==> config.mk <==
export PLATFORM = sky130hd
export DESIGN_NAME = hvd_sqrt
export DESIGN_NICKNAME = d
export VERILOG_FILES = /design/src/sv/hvd_pkg.sv /design/src/sv/hvd_sqrt.sv
export SDC_FILE = /design/constraint.sdc
export NUM_CORES = 2
export LEC_CHECK = 0
export BUFFER_PORTS_ARGS = -buffer_cell sky130_fd_sc_hd__buf_2
export CORE_ASPECT_RATIO = 0.7
export CORE_UTILIZATION = 49
export CTS_CLUSTER_DIAMETER = 120
export CTS_CLUSTER_SIZE = 10
export DETAILED_ROUTE_END_ITERATION = 7
export SLEW_MARGIN = 15
export SYNTH_ARGS = -nofsm -noshare
export SYNTH_HDL_FRONTEND = slang
export SYNTH_SLANG_ARGS = --single-unit
export TNS_END_PERCENT = 10
==> constraint.sdc <==
create_clock -name clk -period 6.9 [get_ports clk]
set_input_delay 0.345 -clock clk [delete_from_list [all_inputs] [get_ports clk]]
set_output_delay 0.345 -clock clk [all_outputs]
set_load 0.01 [all_outputs]
==> src/sv/hvd_pkg.sv <==
// Shared constants, types and helpers of the haversine distance pipeline.
package hvd_pkg;

    localparam int ANGLE_FRAC_BITS = 23;
    localparam int LAT_W           = 31;
    localparam int LON_W           = 32;
    localparam int DIST_W          = 25;

    localparam int CORDIC_STEPS = 30;
    localparam int CW           = 34;
    localparam int TRIG_W       = 32;
    localparam int ANG_W        = 32;

    localparam int NUM_W       = 33;
    localparam int SHIFT_HALF  = 31 - ANGLE_FRAC_BITS;
    localparam int SHIFT_FULL  = 32 - ANGLE_FRAC_BITS;
    localparam int N_W         = NUM_W + SHIFT_FULL + 1;
    localparam int M_W         = N_W - 3;
    localparam int M_LO_W      = M_W / 2;
    localparam int M_HI_W      = M_W - M_LO_W;
    localparam int RECIP_W     = M_W - 5;
    localparam int PH_W        = M_HI_W + RECIP_W;
    localparam int Q_W         = M_W - 5;
    localparam int R_W         = 7;
    localparam logic [RECIP_W-1:0] RECIP = RECIP_W'((64'd1 << M_W) / 45);
    localparam logic [N_W-1:0]     ROUND_HALF_TURN = N_W'(180);
    localparam logic [R_W-1:0]     DIV_45 = R_W'(45);

    localparam logic signed [CW-1:0] ONE_Q30  = 34'sd1073741824;
    localparam logic signed [CW-1:0] TWO_Q31  = 34'sd2147483648;
    localparam logic signed [CW-1:0] GAIN_Q30 = 34'sd652032874;

    localparam logic signed [CW-1:0] ATAN_TURN [CORDIC_STEPS] = '{
        34'sd536870912, 34'sd316933406, 34'sd167458907, 34'sd85004756,
        34'sd42667331,  34'sd21354465,  34'sd10679838,  34'sd5340245,
        34'sd2670163,   34'sd1335087,   34'sd667544,    34'sd333772,
        34'sd166886,    34'sd83443,     34'sd41722,     34'sd20861,
        34'sd10430,     34'sd5215,      34'sd2608,      34'sd1304,
        34'sd652,       34'sd326,       34'sd163,       34'sd81,
        34'sd41,        34'sd20,        34'sd10,        34'sd5,
        34'sd3,         34'sd1
    };

    localparam int A_W    = 61;
    localparam int ROOT_W = 31;
    localparam logic [A_W-1:0]     ONE_Q60 = 61'h1000_0000_0000_0000;
    localparam logic signed [63:0] SUM_ONE = 64'sh1000_0000_0000_0000;

    localparam logic [32:0]       PI_R_Q8   = 33'd5125470715;
    localparam logic [63:0]       ROUND_38  = 64'h0000_0020_0000_0000;
    localparam logic [DIST_W-1:0] HALF_CIRC = 25'd20021370;

    typedef struct packed {
        logic en;
        logic vld;
    } hvd_ctl_t;

    function automatic logic signed [CW-1:0] clamp_q30(input logic signed [CW-1:0] v);
        logic signed [CW-1:0] r;
        priority if (v > ONE_Q30)
            r = ONE_Q30;
        else if (v < -ONE_Q30)
            r = -ONE_Q30;
        else
            r = v;
        return r;
    endfunction

endpackage

==> src/sv/hvd_sqrt.sv <==
// Pipelined floor integer square root, one result bit per stage.
module hvd_sqrt (
    input  logic                          clk,
    input  logic                          rst_n,
    input  hvd_pkg::hvd_ctl_t             ctl,
    input  logic [hvd_pkg::A_W-1:0]       radicand,
    output logic                          vld_out,
    output logic [hvd_pkg::ROOT_W-1:0]    root
);

    localparam int RT = hvd_pkg::ROOT_W;
    localparam int DW = 2 * RT;
    localparam int RW = RT + 3;

    logic [RW-1:0] rem_reg  [RT+1];
    logic [RT-1:0] root_reg [RT+1];
    logic [DW-1:0] dat_reg  [RT+1];
    logic          vld_reg  [RT+1];

    always_ff @(posedge clk)
    begin
        if (ctl.en)
        begin
            rem_reg[0]  <= '0;
            root_reg[0] <= '0;
            dat_reg[0]  <= DW'(radicand);
        end
    end

    always_ff @(posedge clk or negedge rst_n)
    begin
        if (!rst_n)
            vld_reg[0] <= 1'b0;
        else if (ctl.en)
            vld_reg[0] <= ctl.vld;
    end

    for (genvar k = 0; k < RT; k++)
    begin : g_bit
        logic [RW-1:0] rem_sh;
        logic [RW-1:0] trial;
        logic [RW-1:0] rem_nx;
        logic [RT-1:0] root_nx;

        always_comb
        begin
            rem_sh = {rem_reg[k][RW-3:0], dat_reg[k][DW-1 -: 2]};
            trial  = RW'({root_reg[k], 2'b01});
            if (rem_sh >= trial)
            begin
                rem_nx  = rem_sh - trial;
                root_nx = {root_reg[k][RT-2:0], 1'b1};
            end
            else
            begin
                rem_nx  = rem_sh;
                root_nx = {root_reg[k][RT-2:0], 1'b0};
            end
        end

        always_ff @(posedge clk)
        begin
            if (ctl.en)
            begin
                rem_reg[k+1]  <= rem_nx;
                root_reg[k+1] <= root_nx;
                dat_reg[k+1]  <= {dat_reg[k][DW-3:0], 2'b00};
            end
        end

        always_ff @(posedge clk or negedge rst_n)
        begin
            if (!rst_n)
                vld_reg[k+1] <= 1'b0;
            else if (ctl.en)
                vld_reg[k+1] <= vld_reg[k];
        end
    end

    assign vld_out = vld_reg[RT];
    assign root    = root_reg[RT];

endmodule

# Word level (Yosys, flattened, before mapping)
# Memories as Yosys holds them, arrays and structs flattened.
# Cells that the tools add are included.
dict set report classes {
  n_lt_le_gt_ge 31
  mux 64
  addsub 31
}
# operator n
set op_table {}
lappend op_table {{>= comparator 34 x 33 -> 1 bit} 31}
lappend op_table {{two-way mux 34 bit} 31}
lappend op_table {{subtractor 34 x 33 -> 34 bit} 31}
lappend op_table {{two-way mux 1 bit} 33}
dict set report totals {
  in_bits 65
  ram_bits 4064
  memories 3
  output_inout_bits 32
  word_cells 161
  register_bits 32
}
# name words word_bits rd rd_ports_with_merged_regs write_ports line
set mem_list {}
lappend mem_list {dat_reg 32 62 31 0 32 hvd_sqrt.sv:17} ;# logic [DW-1:0] dat_reg [RT+1];
lappend mem_list {rem_reg 32 34 31 0 32 hvd_sqrt.sv:15} ;# logic [RW-1:0] rem_reg [RT+1];
lappend mem_list {root_reg 32 31 32 0 32 hvd_sqrt.sv:16} ;# logic [RT-1:0] root_reg [RT+1];

# Depth between registers and ports, before layout
# An unclocked memory read counts as a cell.
dict set report depth {
  ltp_word 3
  ltp_mapped 17
}

# Least setup slack after synthesis
# OpenSTA, ideal clock, no wires.
dict set report synth_path {
  path_type {flip-flop to flip-flop}
  startpoint {memory rem_reg[25][0] in the netlist's numbering}
  endpoint {memory rem_reg[26][13] in the netlist's numbering, data pin}
  t_arrival_ps 3181
  setup_time_ps 260
  setup_slack_ps 3459
  path_buffers 2
  stages_incl_launch_ff 15
  path_cell_list {edfxtp_1 ha_1 nor2b_1 o21ai_0 nand2_1 a31oi_1 o41ai_1 a21oi_1 o21ai_1 a21oi_1 o211a_1 buf_2 inv_2 buf_2 mux2_2}
}
# element line
set synth_rtl {}
lappend synth_rtl {{start, declared} hvd_sqrt.sv:15}

==> reports/results.ini <==
[sta]
tns_ps=0
finalSetupViolCount=0
max-slew-margin-rel_pct=21.6
finalCritPeriodShare_pct=68.9
finalClockSkew_ps=51.1
fin_crit_ps=4760
slew_violations=0
whs_ps=107
rsz0062_at_grt=no
hold_viol=0
fmax_mhz=210
tightestPinTransition_ps=1150

[yosys]
synth_warnings=0
seq_area_frac_synth_pct=66.1
syn_inst=8252
synth_edf_count=2393
synth_area_per_cell_sq_um=13.3
synth_top_area_share_pct=65.4
synthArstFlopShare_pct=1.32
synth_area_leaders=edfxtp_1 (65%), ha_1 (6.0%), xnor2_1 (3.1%)
synth_cell_type_count=93
synthTopCellsByCount=edfxtp_1 (2393), inv_1 (656), nand2_1 (542), ha_1 (525), nor2_1 (524)
netlist_area_sq_mm=0.110
syn-num-nets=8842
yosys.area.top_type=edfxtp_1
dominantRegCellSynth=edfxtp_1
yosysMostFrequentCell=edfxtp_1
yosys_register_bits=2425

[floorplan]
core_area_sq_mm=0.223
die_y_microns=398
io_pins=97
die_w_microns=568
fp-row-count=145
start_util_pct=49.3
die_area_sq_mm=0.226

[cts]
cts_setup_buffers=0
clock_latency_ps=830
root_buffer=clkbuf_16
cts_max_level=5
cts_buffers=284
clock_path_buffers=4
cts_tree=built
clkTransAtPathRegs_ps=60
cts.sinks=2425

[routing]
wire_per_inst_microns=18.7
drtPass1Iterations=6
drt_iter0_drc=5176
drc=0
antenna_left=0
routed_wl_microns=216000
avgViaCountPerCell=5.48
num_vias=63500

[outcome]
status=completed

[placed_design]
placed_area_sq_mm=0.114
hpwl_microns=150000
gp_congestion=0.901
dp.cells=11200
port_buffers=96

[setup_path]
r2r_cells=12
critPathLaunchType=register
cp.arrival_ps=5290
cp.required_ps=7440
endpoint_kind=register
critical_path_class=register to register
crit_path_max_fanout=44

[power_and_ir_drop]
peakVddDrop_uv=241
switching_share_pct=27.3
power_leakage_nw=46.9
intPower_mw=29.5
pwr-share-comb_pct=19.2
p_per_area_mw_per_mm2=331
seqPwrFrac_pct=48.9
p_sw_mw=11.1
p_clk_share_pct=31.9

[layout]
fin_area_sq_mm=0.122
area_growth_pct=11.3
fillers=18100
nNetsFinal=9189
finalNonFillerCells=11600
drive_above_1_share_pct=7.34
largest_reg_flops=991

[global_route]
gr-total-overflow=0
grtUsageTotal_pct=18.9
antenna_found_initial=9
grt_pass1_wl_microns=341000
grt_start_max_net_pins=181
grt_pass1_vias=61400

[run]
maxCapViolations=0

[min_path]
worstHoldPathType=input pin to async pin

==> per-stage QoR <==
step                util, %  setup WS, ps  total power, mW
floorplan                 -          3460             25.3
global placement       51.2          2270             27.6
detailed placement     51.2          2260             27.7
CTS                    54.9          2230             41.0
global route           54.9          1790             42.6
finish                 54.9          2140             40.5
==> placed cells by master (no fill, tap or decap), types with 25 or more instances in the layout <==
master,n
nand4_1,84
a21oi_1,500
nand2_1,542
o21ai_0,383
xnor2_1,389
o21a_1,90
dlygate4sd3_1,64
nor3_1,219
nor2b_1,77
nand2b_1,108
o31ai_1,57
nor2_1,524
a21o_1,244
inv_1,656
mux2_2,101
a31oi_1,35
buf_2,95
clkbuf_16,292
or4_1,46
nor4_1,90
a211oi_1,29
edfxtp_1,2393
or2_2,37
ha_1,525
and3_1,43
nand3_1,124
dfrtp_1,32
buf_4,25
or3_1,77
xor2_1,358
o21bai_1,45
==> final timing paths <==
check                               startpoint              end  slack, ps
worst max-delay path            rem_reg[25][0]  rem_reg[26][13]       2140
worst min-delay path                     rst_n       vld_reg[4]        110
worst max register to register  rem_reg[25][0]  rem_reg[26][13]       2140
worst min register to register  dat_reg[0][66]    dat_reg[1][6]        400
max in group asynchronous                rst_n      vld_reg[16]       6350
min in group clk                  radicand[41]   dat_reg[0][41]        230
==> critical path: stages (launching register included) <==
cell,delay [ps]
edfxtp_1,390
ha_1,360
nor2b_1,150
o21ai_0,80
nand2_1,130
a31oi_1,120
o41ai_1,860
a21oi_1,290
o21ai_1,440
a21oi_1,140
o211a_1,440
inv_2,660
mux2_2,410
==> layout make-up <==
cell class	instances	area, sq um	share of cell area [%]
sequential	2425	72700	59.4
antenna	2	5.00	0.00409
clock buffer	310	7370	6.03
timing repair buffer	202	1660	1.36
multi-input combinational	5029	34300	28.0
tap	2940	3680	3.01
inverter	657	2470	2.02
clock inverter	16	206	0.169
==> layer usage <==
metal | GRT usage [%] | vias up | share of wire (%)
met1 | 28.1 | 30600 | 49
li1 | - | 31000 | -
met5 | 0 | - | 0.019
met2 | 28.3 | 1509 | 43
met3 | 3.59 | 344 | 5.8
met4 | 5.12 | 6 | 2.3
==> cells by family (layout without fill, tap and decap cells) <==
family,Yosys count,in the layout,share of synthesized area (%)
adder cells (fa/ha/maj),525,525,5.97
multiplexers,109,109,1.11
flip-flops,2425,2425,66.1
buffers and inverters,798,1185,2.75
XOR/XNOR,747,747,5.95
other,1,3,0.00341
AO/OA/AOI/OAI,1569,1569,8.86
AND/OR/NAND/NOR,2078,2078,9.26
==> what timing repair did <==
| action | in CTS | in global routing |
|---|---|---|
| hold buffers | 64 | 0 |
| endpoints found under the hold margin | 168 | 0 |
| resized for setup | 0 | 0 |
==> power by group through the flow <==
stage          combinational, mW  sequential, mW  clock, mW
4_1_cts                     7.72            19.8       13.4
3_3_place_gp                7.49            20.1          0
5_1_grt                     8.66            20.0       13.9
6_report                    7.77            19.8       12.9
2_1_floorplan               5.79            19.5          0
3_5_place_dp                7.64            20.1          0
(Power assumes the default switching activity.)
